File: src/rtl/core/ffha_pkg.sv
// Shared types and constants for the first-fit heap allocator.
// Used by ffha_ctrl, ffha_dp, the top level and the checker; no dependencies.
`default_nettype none
package ffha_pkg;

    localparam int POOL_BYTES = 65536;
    localparam int HDR_BYTES  = (12 + 3) & ~3;
    localparam int WORDS      = POOL_BYTES / 4;
    localparam int IDX_W      = $clog2(WORDS);
    localparam int SIZE_W     = 17;
    localparam int POS_W      = SIZE_W + 1;
    localparam int SLACK_W    = 11;
    localparam int SLACK_RST  = 32;

    typedef enum logic [2:0] {
        ST_ALLOC  = 3'd0,
        ST_FAIL   = 3'd1,
        ST_FREED  = 3'd2,
        ST_BADPTR = 3'd3,
        ST_DOUBLE = 3'd4
    } status_t;

    typedef enum logic [3:0] {
        OP_NONE,
        OP_CLR,
        OP_LATCH,
        OP_POS0,
        OP_RD_POS,
        OP_RD_NX,
        OP_LD_CUR,
        OP_LD_NXT,
        OP_WALK_ADV,
        OP_MERGE_W2,
        OP_MERGE_W1,
        OP_MERGE_ADV,
        OP_SPLIT_W,
        OP_TAKE,
        OP_FREE_DEC,
        OP_FREE_W
    } dp_op_t;

    typedef enum logic [4:0] {
        S_CLEAR, S_IDLE, S_DISPATCH,
        S_W_RD, S_W_LD, S_W_CHK, S_A_TAKE,
        S_M_RD, S_M_LD, S_M_CHK, S_M_LDN, S_M_DEC, S_M_W1,
        S_F_RD, S_F_LD, S_F_CHK, S_F_LDN, S_F_DEC, S_F_W, S_F_W1, S_M_W1_F,
        S_RESP
    } state_t;

    typedef struct packed {
        dp_op_t  op;
        logic    res_en;
        status_t res_code;
    } dp_cmd_t;

    typedef struct packed {
        logic clr_last;
        logic cmd_free;
        logic bad;
        logic fit;
        logic split_ok;
        logic cur_zero;
        logic nx_over;
        logic cur_used;
        logic cur_start;
        logic nxt_used;
        logic out_free;
    } dp_stat_t;

    typedef struct packed {
        logic              start;
        logic              used;
        logic [SIZE_W-1:0] size;
    } mem_word_t;

endpackage
`default_nettype wire

File: src/rtl/core/ffha_ctrl.sv
// Sequencer for clearing, first-fit walk, merge pass, split and free.
// Depends on ffha_pkg; commands ffha_dp, reads its status flags.
`default_nettype none
module ffha_ctrl (
    input  wire                     clk,
    input  wire                     rst_n,
    input  wire                     in_valid,
    output logic                    in_ready,
    input  wire ffha_pkg::dp_stat_t stat,
    output ffha_pkg::dp_cmd_t       cmd
);
    ffha_pkg::state_t  state_reg, state_next;
    logic              pass_reg, pass_next;
    ffha_pkg::status_t code_reg, code_next;

    always_ff @(posedge clk or negedge rst_n)
    begin
        if (!rst_n)
        begin
            state_reg <= ffha_pkg::S_CLEAR;
            pass_reg  <= 1'b0;
            code_reg  <= ffha_pkg::ST_FAIL;
        end
        else
        begin
            state_reg <= state_next;
            pass_reg  <= pass_next;
            code_reg  <= code_next;
        end
    end

    always_comb
    begin
        state_next   = state_reg;
        pass_next    = pass_reg;
        code_next    = code_reg;
        in_ready     = 1'b0;
        cmd.op       = ffha_pkg::OP_NONE;
        cmd.res_en   = 1'b0;
        cmd.res_code = code_reg;
        case (state_reg)
            ffha_pkg::S_CLEAR:
            begin
                cmd.op = ffha_pkg::OP_CLR;
                if (stat.clr_last)
                    state_next = ffha_pkg::S_IDLE;
            end
            ffha_pkg::S_IDLE:
            begin
                in_ready = 1'b1;
                if (in_valid)
                begin
                    cmd.op     = ffha_pkg::OP_LATCH;
                    state_next = ffha_pkg::S_DISPATCH;
                end
            end
            ffha_pkg::S_DISPATCH:
            begin
                pass_next = 1'b0;
                if (stat.bad)
                begin
                    code_next  = stat.cmd_free ? ffha_pkg::ST_BADPTR : ffha_pkg::ST_FAIL;
                    state_next = ffha_pkg::S_RESP;
                end
                else
                    state_next = stat.cmd_free ? ffha_pkg::S_F_RD : ffha_pkg::S_W_RD;
            end
            ffha_pkg::S_W_RD:
            begin
                cmd.op     = ffha_pkg::OP_RD_POS;
                state_next = ffha_pkg::S_W_LD;
            end
            ffha_pkg::S_W_LD:
            begin
                cmd.op     = ffha_pkg::OP_LD_CUR;
                state_next = ffha_pkg::S_W_CHK;
            end
            ffha_pkg::S_W_CHK:
            begin
                if (stat.fit)
                begin
                    if (stat.split_ok)
                        cmd.op = ffha_pkg::OP_SPLIT_W;
                    state_next = ffha_pkg::S_A_TAKE;
                end
                else if (stat.cur_zero || stat.nx_over)
                begin
                    if (pass_reg)
                    begin
                        code_next  = ffha_pkg::ST_FAIL;
                        state_next = ffha_pkg::S_RESP;
                    end
                    else
                    begin
                        cmd.op     = ffha_pkg::OP_POS0;
                        state_next = ffha_pkg::S_M_RD;
                    end
                end
                else
                begin
                    cmd.op     = ffha_pkg::OP_WALK_ADV;
                    state_next = ffha_pkg::S_W_RD;
                end
            end
            ffha_pkg::S_A_TAKE:
            begin
                cmd.op     = ffha_pkg::OP_TAKE;
                code_next  = ffha_pkg::ST_ALLOC;
                state_next = ffha_pkg::S_RESP;
            end
            ffha_pkg::S_M_RD:
            begin
                cmd.op     = ffha_pkg::OP_RD_POS;
                state_next = ffha_pkg::S_M_LD;
            end
            ffha_pkg::S_M_LD:
            begin
                cmd.op     = ffha_pkg::OP_LD_CUR;
                state_next = ffha_pkg::S_M_CHK;
            end
            ffha_pkg::S_M_CHK:
            begin
                if (stat.cur_zero || stat.nx_over)
                begin
                    pass_next  = 1'b1;
                    cmd.op     = ffha_pkg::OP_POS0;
                    state_next = ffha_pkg::S_W_RD;
                end
                else
                begin
                    cmd.op     = ffha_pkg::OP_RD_NX;
                    state_next = ffha_pkg::S_M_LDN;
                end
            end
            ffha_pkg::S_M_LDN:
            begin
                cmd.op     = ffha_pkg::OP_LD_NXT;
                state_next = ffha_pkg::S_M_DEC;
            end
            ffha_pkg::S_M_DEC:
            begin
                if (!stat.cur_used && !stat.nxt_used)
                begin
                    cmd.op     = ffha_pkg::OP_MERGE_W2;
                    state_next = ffha_pkg::S_M_W1;
                end
                else
                begin
                    cmd.op     = ffha_pkg::OP_MERGE_ADV;
                    state_next = ffha_pkg::S_M_CHK;
                end
            end
            ffha_pkg::S_M_W1:
            begin
                cmd.op     = ffha_pkg::OP_MERGE_W1;
                state_next = ffha_pkg::S_M_CHK;
            end
            ffha_pkg::S_F_RD:
            begin
                cmd.op     = ffha_pkg::OP_RD_POS;
                state_next = ffha_pkg::S_F_LD;
            end
            ffha_pkg::S_F_LD:
            begin
                cmd.op     = ffha_pkg::OP_LD_CUR;
                state_next = ffha_pkg::S_F_CHK;
            end
            ffha_pkg::S_F_CHK:
            begin
                if (!stat.cur_start)
                begin
                    code_next  = ffha_pkg::ST_BADPTR;
                    state_next = ffha_pkg::S_RESP;
                end
                else if (!stat.cur_used)
                begin
                    code_next  = ffha_pkg::ST_DOUBLE;
                    state_next = ffha_pkg::S_RESP;
                end
                else
                begin
                    cmd.op     = ffha_pkg::OP_FREE_DEC;
                    code_next  = ffha_pkg::ST_FREED;
                    state_next = stat.nx_over ? ffha_pkg::S_F_W : ffha_pkg::S_F_LDN;
                end
            end
            ffha_pkg::S_F_LDN:
            begin
                cmd.op     = ffha_pkg::OP_RD_NX;
                state_next = ffha_pkg::S_F_DEC;
            end
            ffha_pkg::S_F_DEC:
            begin
                // read data lands this cycle; decide on the next cycle
                cmd.op     = ffha_pkg::OP_LD_NXT;
                state_next = ffha_pkg::S_F_W1;
            end
            ffha_pkg::S_F_W1:
            begin
                if (stat.nxt_used)
                begin
                    cmd.op     = ffha_pkg::OP_FREE_W;
                    state_next = ffha_pkg::S_RESP;
                end
                else
                begin
                    cmd.op     = ffha_pkg::OP_MERGE_W2;
                    state_next = ffha_pkg::S_M_W1_F;
                end
            end
            ffha_pkg::S_F_W:
            begin
                cmd.op     = ffha_pkg::OP_FREE_W;
                state_next = ffha_pkg::S_RESP;
            end
            ffha_pkg::S_M_W1_F:
            begin
                cmd.op     = ffha_pkg::OP_MERGE_W1;
                state_next = ffha_pkg::S_RESP;
            end
            ffha_pkg::S_RESP:
            begin
                if (stat.out_free)
                begin
                    cmd.res_en = 1'b1;
                    state_next = ffha_pkg::S_IDLE;
                end
            end
            default: state_next = ffha_pkg::S_IDLE;
        endcase
    end

endmodule
`default_nettype wire

File: config.mk
export PLATFORM = sky130hd
export DESIGN_NAME = ffha_ctrl
export DESIGN_NICKNAME = d
export VERILOG_FILES = /design/src/rtl/core/ffha_pkg.sv /design/src/rtl/core/ffha_ctrl.sv
export SDC_FILE = /design/constraint.sdc
export NUM_CORES = 1
export LEC_CHECK = 0
export BUFFER_PORTS_ARGS = -buffer_cell sky130_fd_sc_hd__clkbuf_2
export CELL_PAD_IN_SITES_DETAIL_PLACEMENT = 0
export CELL_PAD_IN_SITES_GLOBAL_PLACEMENT = 1
export CORE_MARGIN = 10
export CORE_UTILIZATION = 40
export CTS_CLUSTER_DIAMETER = 30
export DETAILED_ROUTE_END_ITERATION = 12
export GPL_ROUTABILITY_DRIVEN = 1
export PLACE_DENSITY_LB_ADDON = 0.1
export SLEW_MARGIN = 15
export SYNTH_ARGS = -nofsm -noshare
export SYNTH_HDL_FRONTEND = slang
export SYNTH_SLANG_ARGS = --single-unit
export TNS_END_PERCENT = 30
File: constraint.sdc
create_clock -name clk -period 2.12 [get_ports clk]
set_clock_uncertainty 0.1 [all_clocks]
set_input_delay 0.424 -clock clk [delete_from_list [all_inputs] [get_ports clk]]
set_output_delay 0.424 -clock clk [all_outputs]
set_load 0.05 [all_outputs]
==> results.cfg, run 1 <==
[run_status]
status = finished, violations left
failed_checks = setup timing

[detailed_routing]
post_drt_wl_per_cell_um = 18.0
firstDrtPassIters = 4
post-route-drc-count = 0
antenna_left = 0
viasPerCell = 5.94
drt_iter0_markers = 115
vias = 1313
drt_wl_total_mm = 3.98

[pwr]
cellPowerDensity_mw_per_mm2 = 1880
ir_drop_uv = 1440
p_leak_nw = 0.730

[global_routing]
track_usage_pct = 14.5
gr-total-overflow = 0
grt_antenna_before_repair = 0
grt_max_degree = 16
grt_pass1_wl_mm = 6.39
grt_pass1_vias = 1329

[clock_tree]
cts_buffer_depth = 2
clock_tree.root_cell = clkbuf_4
clk_pin_slew_ns = 0.07
insertion_delay_ns = 0.26
cts_tree = yes
cts_sinks = 9
numCtsBuffers = 3
htree_levels = 1

[timing]
period_minus_slack_ns = 2.32
finalCritPeriodShare_pct = 110
final_hold_viol_count = 0
setup_slack_ns = -0.202
tightest_slew_ns = 0.337
rsz0062_at_grt = yes
drv_slew = 0
whs_ns = 0.346
fmax_mhz = 431
setup_viol = 4
max-slew-margin-rel_pct = 77.2

[finish]
antenna_cells = 0
num-nets-final = 205
area_growth_pct = 47.9
largest_reg_flops = 5
utilization_pct = 62.0
stdcell_count = 221
drive_gt1_share_pct = 48.4

[floorplan]
die_y_um = 73.8
rows = 19
start_util_pct = 41.9
dieArea_mm2 = 0.00544
die_x_um = 73.8
io_pins = 23
core_region_area_mm2 = 0.00276

[logic_synthesis]
yosys_warnings = 0
synth_top_flop_cell = dfrtp_1
avgSynthCellArea_um2 = 8.14
syn_area_mm2 = 0.00116
async_reset_ff_share_pct = 100
synth_nets = 156
syn-instance-count = 142
seq_area_frac_synth_pct = 19.6
ys_seq_elements = 9
synth_cell_types = 58
synth_edf_count = 0

[critical_path]
cp.arrival_ns = 1.80
endpoint_kind = output pin
path_max_fanout = 6
cp.required_ns = 1.60
start_kind = flip-flop
path_class = reg -> out

[placement]
gp_congestion = 0.940
portBuffers = 22
hpwlAfterDp_mm = 3.16
place_inst = 213

[worst_hold_path]
hold_class = in -> reg

[flow_run]
drv_cap = 0
logic make-up (layout without fill, tap and decap cells):
| group | count (synthesis) | count (layout) | share of synthesized area, % |
|---|---|---|---|
| xor gates and xnor gates | 2 | 2 | 3.14 |
| AOI/OAI and AO/OA | 55 | 55 | 35.4 |
| muxes | 2 | 2 | 2.16 |
| buffers and inverters | 19 | 67 | 9.74 |
| and+or+nand+nor | 55 | 55 | 30.0 |
| DFF | 9 | 9 | 19.6 |
worst max-delay path, cell delays in order, from the launching register on:
cell	delay, ns
dfrtp_2	0.48
or3b_4	0.42
a311o_1	0.33
nand4_1	0.15
buf_12	0.15
through the flow:
step | setup TNS, ns | power [mW] | setup WS [ns] | instance area, um2
floorplan | -0.564 | 1.91 | -0.244 | 1170
global placement | -0.0108 | 2.88 | -0.0108 | 1550
detailed placement | -0.0668 | 2.90 | -0.0506 | 1550
CTS | -0.716 | 3.13 | -0.199 | 1650
global route | -1.02 | 3.40 | -0.258 | 1710
finish | -0.702 | 3.21 | -0.202 | 1710
routing by layer:
metal,global-route usage [%],up-vias,share of wire (%)
met5,0,-,0
met4,3.11,0,1.3
met3,3.10,6,4.3
met2,24.0,44,49
met1,18.8,627,45
li1,-,636,-
synth_stat cells (2+ instances only):
master | instances | share of area, %
buf_4 | 2 | 1.3
dfrtp_1 | 8 | 17
a211o_1 | 3 | 2.3
nor2b_1 | 3 | 1.6
buf_2 | 6 | 2.6
a21oi_1 | 12 | 5.2
nor2_1 | 9 | 2.9
o211ai_1 | 2 | 1.3
nand3_1 | 2 | 0.87
o21bai_1 | 2 | 1.3
nand2b_1 | 6 | 3.2
nand2_1 | 11 | 3.6
and2b_1 | 2 | 1.3
a21bo_2 | 2 | 1.7
nor3_1 | 2 | 0.87
a211oi_1 | 2 | 1.3
or3_1 | 2 | 1.1
buf_6 | 3 | 2.9
nor3b_1 | 3 | 1.9
o21ai_1 | 2 | 0.87
a32o_1 | 2 | 1.7
o21ai_0 | 9 | 3.9
a32oi_1 | 2 | 1.5
a22oi_1 | 3 | 1.9
nor4_1 | 3 | 1.6
a31oi_1 | 2 | 1.1
inv_1 | 6 | 1.9
report_power, final:
group          switching (mW)  leakage [nW]  internal, mW
logic                    1.38         0.608          1.29
registers               0.144         0.104         0.262
clock network          0.0644        0.0177        0.0697
what timing repair did:
action	in CTS	in global routing
endpoints found under the setup margin	6	6
pin swaps	6	4
cloned	0	0
endpoints found under the hold margin	8	0
hold buffers	1	0
resized for setup	15	12
buffers inserted	1	2
area by class of cell:
cell class,count,area [um2]
Clock buffer,3,22.5
Clock inverter,1,5.00
Fill cell,256,1050
Inverter,7,30.0
Multi-Input combinational cell,114,896
Sequential cell,9,231
Tap cell,31,38.8
Timing Repair Buffer,56,487
worst paths after layout:
| check | depth (start not counted) | start | slack, ns | to |
|---|---|---|---|---|
| setup reg to reg | 6 | state_reg[1]$_DFFE_PN0P_ | 0.20 | code_reg[1]$_DFFE_PN0P_ |
| max in group asynchronous | 2 | rst_n | 1.22 | code_reg[0]$_DFFE_PN1P_ |
| min in group asynchronous | 2 | rst_n | 0.45 | pass_reg$_DFFE_PN0P_ |
| setup / recovery | 4 | state_reg[1]$_DFFE_PN0P_ | -0.20 | cmd[6] |
| hold / removal | 3 | stat[10] | 0.35 | state_reg[0]$_DFFE_PN0P_ |
| hold reg to reg | 1 | code_reg[1]$_DFFE_PN0P_ | 0.42 | code_reg[1]$_DFFE_PN0P_ |
layout by cell type, fill, tap and decap left out, types with 2 or more instances in the layout:
cell type / instances
a211o_1: 3
a211oi_2: 2
a21bo_2: 2
a21oi_1: 11
a22oi_1: 2
a31oi_1: 2
a32o_1: 2
a32oi_1: 2
and2b_1: 2
buf_12: 6
buf_4: 29
buf_6: 3
clkbuf_2: 16
clkbuf_4: 3
dfrtp_1: 4
dfrtp_2: 4
inv_1: 5
nand2_1: 11
nand2b_1: 6
nand3_1: 2
nor2_1: 8
nor2_4: 2
nor2b_1: 2
nor3_4: 2
nor4_1: 3
o211ai_1: 2
o21ai_0: 8
o21ai_1: 2
o21bai_1: 2
Note: power is estimated with default switching activity, not from simulation.
==> inputs of run 2 (changes only) <==
SKIP_LAST_GASP = 1   (was unset)
==> results.cfg, run 2 (synthesis results as in run 1) <==
[floorplan]
die_x_um = 73.8
rows = 19
die_y_um = 73.8
dieArea_mm2 = 0.00544
start_util_pct = 41.9
io_pins = 23
core_region_area_mm2 = 0.00276

[run_status]
failed_checks = setup timing
status = finished, violations left

[finish]
stdcell_count = 221
antenna_cells = 0
drive_gt1_share_pct = 47.4
fill_cells = 256
num-nets-final = 205
area_growth_pct = 45.3
mostFrequentLayoutCell = buf_4
largest_reg_flops = 5
final_cell_mix = buf_4 (30), clkbuf_2 (17), nand2_1 (11), a21oi_1 (11)
final_cell_area_mm2 = 0.00168

[placement]
place_inst = 213
gp_congestion = 0.940
portBuffers = 22
dpl_cell_area_mm2 = 0.00155
hpwlAfterDp_mm = 3.16

[global_routing]
grt_max_degree = 16
track_usage_pct = 14.4
gr-total-overflow = 0
grt_pass1_wl_mm = 6.33
grt_pass1_vias = 1319
grt_antenna_before_repair = 0

[timing]
tightest_slew_ns = 0.336
setup_slack_ns = -0.195
period_minus_slack_ns = 2.32
drv_slew = 0
max-slew-margin-rel_pct = 77.3
finalCritPeriodShare_pct = 109
setup_viol = 5
final_hold_viol_count = 0
fmax_mhz = 432
rsz0062_at_grt = yes
finalSetupTns_ns = -0.733

[critical_path]
max_stage_delay_ns = 0.50
worstReg2RegEnd = code_reg[1]$_DFFE_PN0P_
crit_chain = nand3b_2, nor3_4, a21oi_1, o211ai_1, clkbuf_16
path_class = reg -> out
cp.required_ns = 1.60
r2r_start = state_reg[1]$_DFFE_PN0P_
path_delay_family = simple AND/OR/NAND/NOR gates
slowest_stage = dfrtp_2
rr_worst_depth = 6
endpoint_kind = output pin
start_kind = flip-flop
cp.arrival_ns = 1.79
path_buf_inv = 1
path_max_fanout = 13
timing.reg2reg.setup_slack_ns = 0.20

[detailed_routing]
post-route-drc-count = 0
vias = 1305
routed-wl-met2_mm = 1.95
drt_wl_total_mm = 3.91
firstDrtPassIters = 4
wl_met3_um = 190
wl_met1_mm = 1.72
routed.top_layer = met4
antenna_left = 0
drt_iter0_markers = 98
viasPerCell = 5.90
post_drt_wl_per_cell_um = 17.7

[worst_hold_path]
min_to = state_reg[0]$_DFFE_PN0P_
hp-start = stat[10]
hold_class = in -> reg
hold_depth = 3

[pwr]
ir_drop_uv = 1400
cellPowerDensity_mw_per_mm2 = 1880
p_leak_nw = 0.726
power_mw = 3.15

[clock_tree]
cts_buffer_depth = 2
htree_levels = 1
numCtsBuffers = 3
clk_pin_slew_ns = 0.07
insertion_delay_ns = 0.26
cts_tree = yes
cts_sinks = 9
clock_tree.root_cell = clkbuf_4

[flow_run]
drv_cap = 0
## run 2: cell types whose count changed in the layout (fill, tap and decap cells not counted)
cell / change
buf_6: -2
a22oi_2: -1
clkbuf_2: +1
inv_2: +1
buf_4: +1
nor3b_4: -1
a22oi_1: +1
nor3b_2: +1
or3_1: +1
or3_4: -1
clkinvlp_4: -1
## run 2: what timing repair did
item | CTS | global route
gates cloned | 0 | 0
setup endpoints to repair | 6 | 6
hold buffers | 1 | 0
buffers inserted | 1 | 2
hold endpoints to repair | 8 | 0
pin swaps | 4 | 3
gates resized for setup | 12 | 7
## run 2: final cells by class
type | instances | area (um2) | share of cell area, %
multi-input combinational | 114 | 880 | 52.3
timing repair buffer | 56 | 477 | 28.4
sequential | 9 | 231 | 13.8
tap | 31 | 38.8 | 2.31
inverter | 7 | 26.3 | 1.56
clock buffer | 3 | 22.5 | 1.34
clock inverter | 1 | 5.00 | 0.298
## run 2: per-layer routing
metal,up-vias,GRT usage [%]
met3,6,3.10
li1,636,-
met1,624,18.6
met2,39,23.8
met4,0,3.11
met5,-,0
## run 2: worst max path at each step
stage / start / cells past startpoint / end
finish: state_reg[4]$_DFFE_PN0P_ / 5 / cmd[7]
global route: state_reg[1]$_DFFE_PN0P_ / 4 / cmd[6]
CTS: state_reg[1]$_DFFE_PN0P_ / 4 / cmd[6]
detailed placement: state_reg[1]$_DFFE_PN0P_ / 6 / cmd[5]
global placement: state_reg[1]$_DFFE_PN0P_ / 6 / cmd[5]
floorplan: state_reg[0]$_DFFE_PN0P_ / 5 / cmd[7]
## run 2: tightest hold or removal path, delay by kind of cell
family	cells	cell delay, ns
AND/OR/NAND/NOR	1	0.05
AO/OA/AOI/OAI	1	0.12
buffers and inverters	1	0.08
## run 2: power breakdown
part	internal, mW	total, mW	switching [mW]	leakage (nW)
logic	1.26	2.62	1.36	0.604
clock network	0.0697	0.133	0.0633	0.0177
registers	0.262	0.400	0.138	0.104
total	1.59	3.15	1.56	0.726
## run 2: stage by stage
step | hold WS (ns) | utilization [%] | setup WS, ns
floorplan | 0.0284 | - | -0.244
global placement | 0.197 | 56.4 | -0.0108
detailed placement | 0.194 | 56.4 | -0.0506
CTS | 0.344 | 59.5 | -0.199
global route | 0.333 | 60.9 | -0.258
finish | 0.349 | 60.9 | -0.195
==> inputs of run 3 (changes only) <==
RECOVER_POWER = 100   (was unset)
==> results.cfg, run 3 (synthesis results as in run 1) <==
[worst_hold_path]
hold_depth = 3
hold_class = in -> reg

[critical_path]
path_max_fanout = 13
endpoint_kind = output pin
path_class = reg -> out
crit_chain = nand3b_2, nor3_4, a21oi_1, o211ai_1, clkbuf_16
cp.required_ns = 1.60
start_kind = flip-flop
path_buf_inv = 1
path_delay_family = simple AND/OR/NAND/NOR gates
rr_worst_depth = 6
worst-path-stages = 5
slowest_stage = dfrtp_2
cp.arrival_ns = 1.79
max_stage_delay_ns = 0.50

[detailed_routing]
antenna_left = 0
vias = 1319
drt_iter0_markers = 99
post_drt_wl_per_cell_um = 17.7
viasPerCell = 5.97
drt_wl_total_mm = 3.92
firstDrtPassIters = 4
post-route-drc-count = 0

[global_routing]
grt_pass1_wl_mm = 6.33
grt_pass1_vias = 1319
track_usage_pct = 14.4
gr-total-overflow = 0
grt_max_degree = 16
grt_antenna_before_repair = 0

[run_status]
failed_checks = setup timing
status = finished, violations left

[timing]
finalSetupTns_ns = -0.744
period_minus_slack_ns = 2.31
final_hold_viol_count = 0
fmax_mhz = 433
setup_slack_ns = -0.192
finalCritPeriodShare_pct = 109
tightest_slew_ns = 0.608
rsz0062_at_grt = yes
setup_viol = 6
max-slew-margin-rel_pct = 59.6
drv_slew = 0

[floorplan]
die_y_um = 73.8
dieArea_mm2 = 0.00544
io_pins = 23
rows = 19
die_x_um = 73.8
start_util_pct = 41.9
core_region_area_mm2 = 0.00276

[finish]
num-nets-final = 205
fill_cells = 262
utilization_pct = 60.0
area_growth_pct = 43.1
mostFrequentLayoutCell = buf_4
antenna_cells = 0
final_cell_mix = buf_4 (28), clkbuf_2 (13), nand2_1 (11), a21oi_1 (11), o21ai_0 (10)
largest_reg_flops = 5
drive_gt1_share_pct = 44.2

[placement]
dp_slack_ns = -0.0506
hpwlAfterDp_mm = 3.16
gp_congestion = 0.940
portBuffers = 22

[flow_run]
drv_cap = 0

[pwr]
cellPowerDensity_mw_per_mm2 = 1870
p_leak_nw = 0.707
power_mw = 3.10
ir_drop_uv = 1400

[clock_tree]
numCtsBuffers = 3
cts_buffer_depth = 2
cts_sinks = 9
htree_levels = 1
insertion_delay_ns = 0.26
clock_tree.root_cell = clkbuf_4
cts_tree = yes
clk_pin_slew_ns = 0.07
run 3: layer usage:
metal	wire [um]	global-route usage [%]	vias up
li1	-	-	638
met1	1730	18.6	634
met2	1960	23.8	41
met3	166	3.10	6
met4	53	3.11	0
met5	0	0	-
run 3: worst paths after layout:
| path | startpoint | to | slack [ns] |
|---|---|---|---|
| worst min register to register | code_reg[1]$_DFFE_PN0P_ | code_reg[1]$_DFFE_PN0P_ | 0.41 |
| worst min-delay path | stat[10] | state_reg[0]$_DFFE_PN0P_ | 0.35 |
| worst max-delay path | state_reg[4]$_DFFE_PN0P_ | cmd[7] | -0.19 |
| min in group asynchronous | rst_n | code_reg[2]$_DFFE_PN0P_ | 0.53 |
| worst max register to register | state_reg[1]$_DFFE_PN0P_ | code_reg[1]$_DFFE_PN0P_ | 0 |
| max in group asynchronous | rst_n | state_reg[4]$_DFFE_PN0P_ | 1.02 |
run 3: area by class of cell:
class	instances	area, um2	area share [%]
clock buffers	3	22.5	1.36
clock inverters	1	5.00	0.303
inverters	7	26.3	1.59
multi-input cells	114	862	52.1
flip-flops and latches	9	231	14.0
well taps	31	38.8	2.34
repair buffers	56	468	28.3
run 3: worst reg2reg max path, delay by kind of cell (launching register included):
| family | cells | cell delay [ns] |
|---|---|---|
| xor gates and xnor gates | 1 | 0.16 |
| buffers and inverters | 2 | 0.32 |
| muxes | 1 | 0.34 |
| AOI/OAI and AO/OA | 2 | 0.61 |
| DFF | 1 | 0.47 |
run 3: metrics by stage:
stage,instance area [um2],instances,hold slack (ns)
4_1_cts,1640,219,0.344
5_1_grt,1650,221,0.333
3_5_place_dp,1550,213,0.194
3_3_place_gp,1550,213,0.197
2_1_floorplan,1170,142,0.0284
6_report,1650,221,0.347
run 3: where the power goes:
| part | switching, mW | internal [mW] | leakage (nW) |
|---|---|---|---|
| logic | 1.34 | 1.22 | 0.586 |
| registers | 0.137 | 0.262 | 0.104 |
| clock network | 0.0634 | 0.0697 | 0.0177 |
| total | 1.55 | 1.55 | 0.707 |
run 3: repair_timing:
| item | in CTS | in global routing |
|---|---|---|
| setup endpoints to repair | 6 | 6 |
| gates resized for setup | 12 | 7 |
| endpoints found under the hold margin | 8 | 0 |
| setup buffers | 1 | 2 |
| pin swaps | 4 | 3 |
| hold buffers | 1 | 0 |
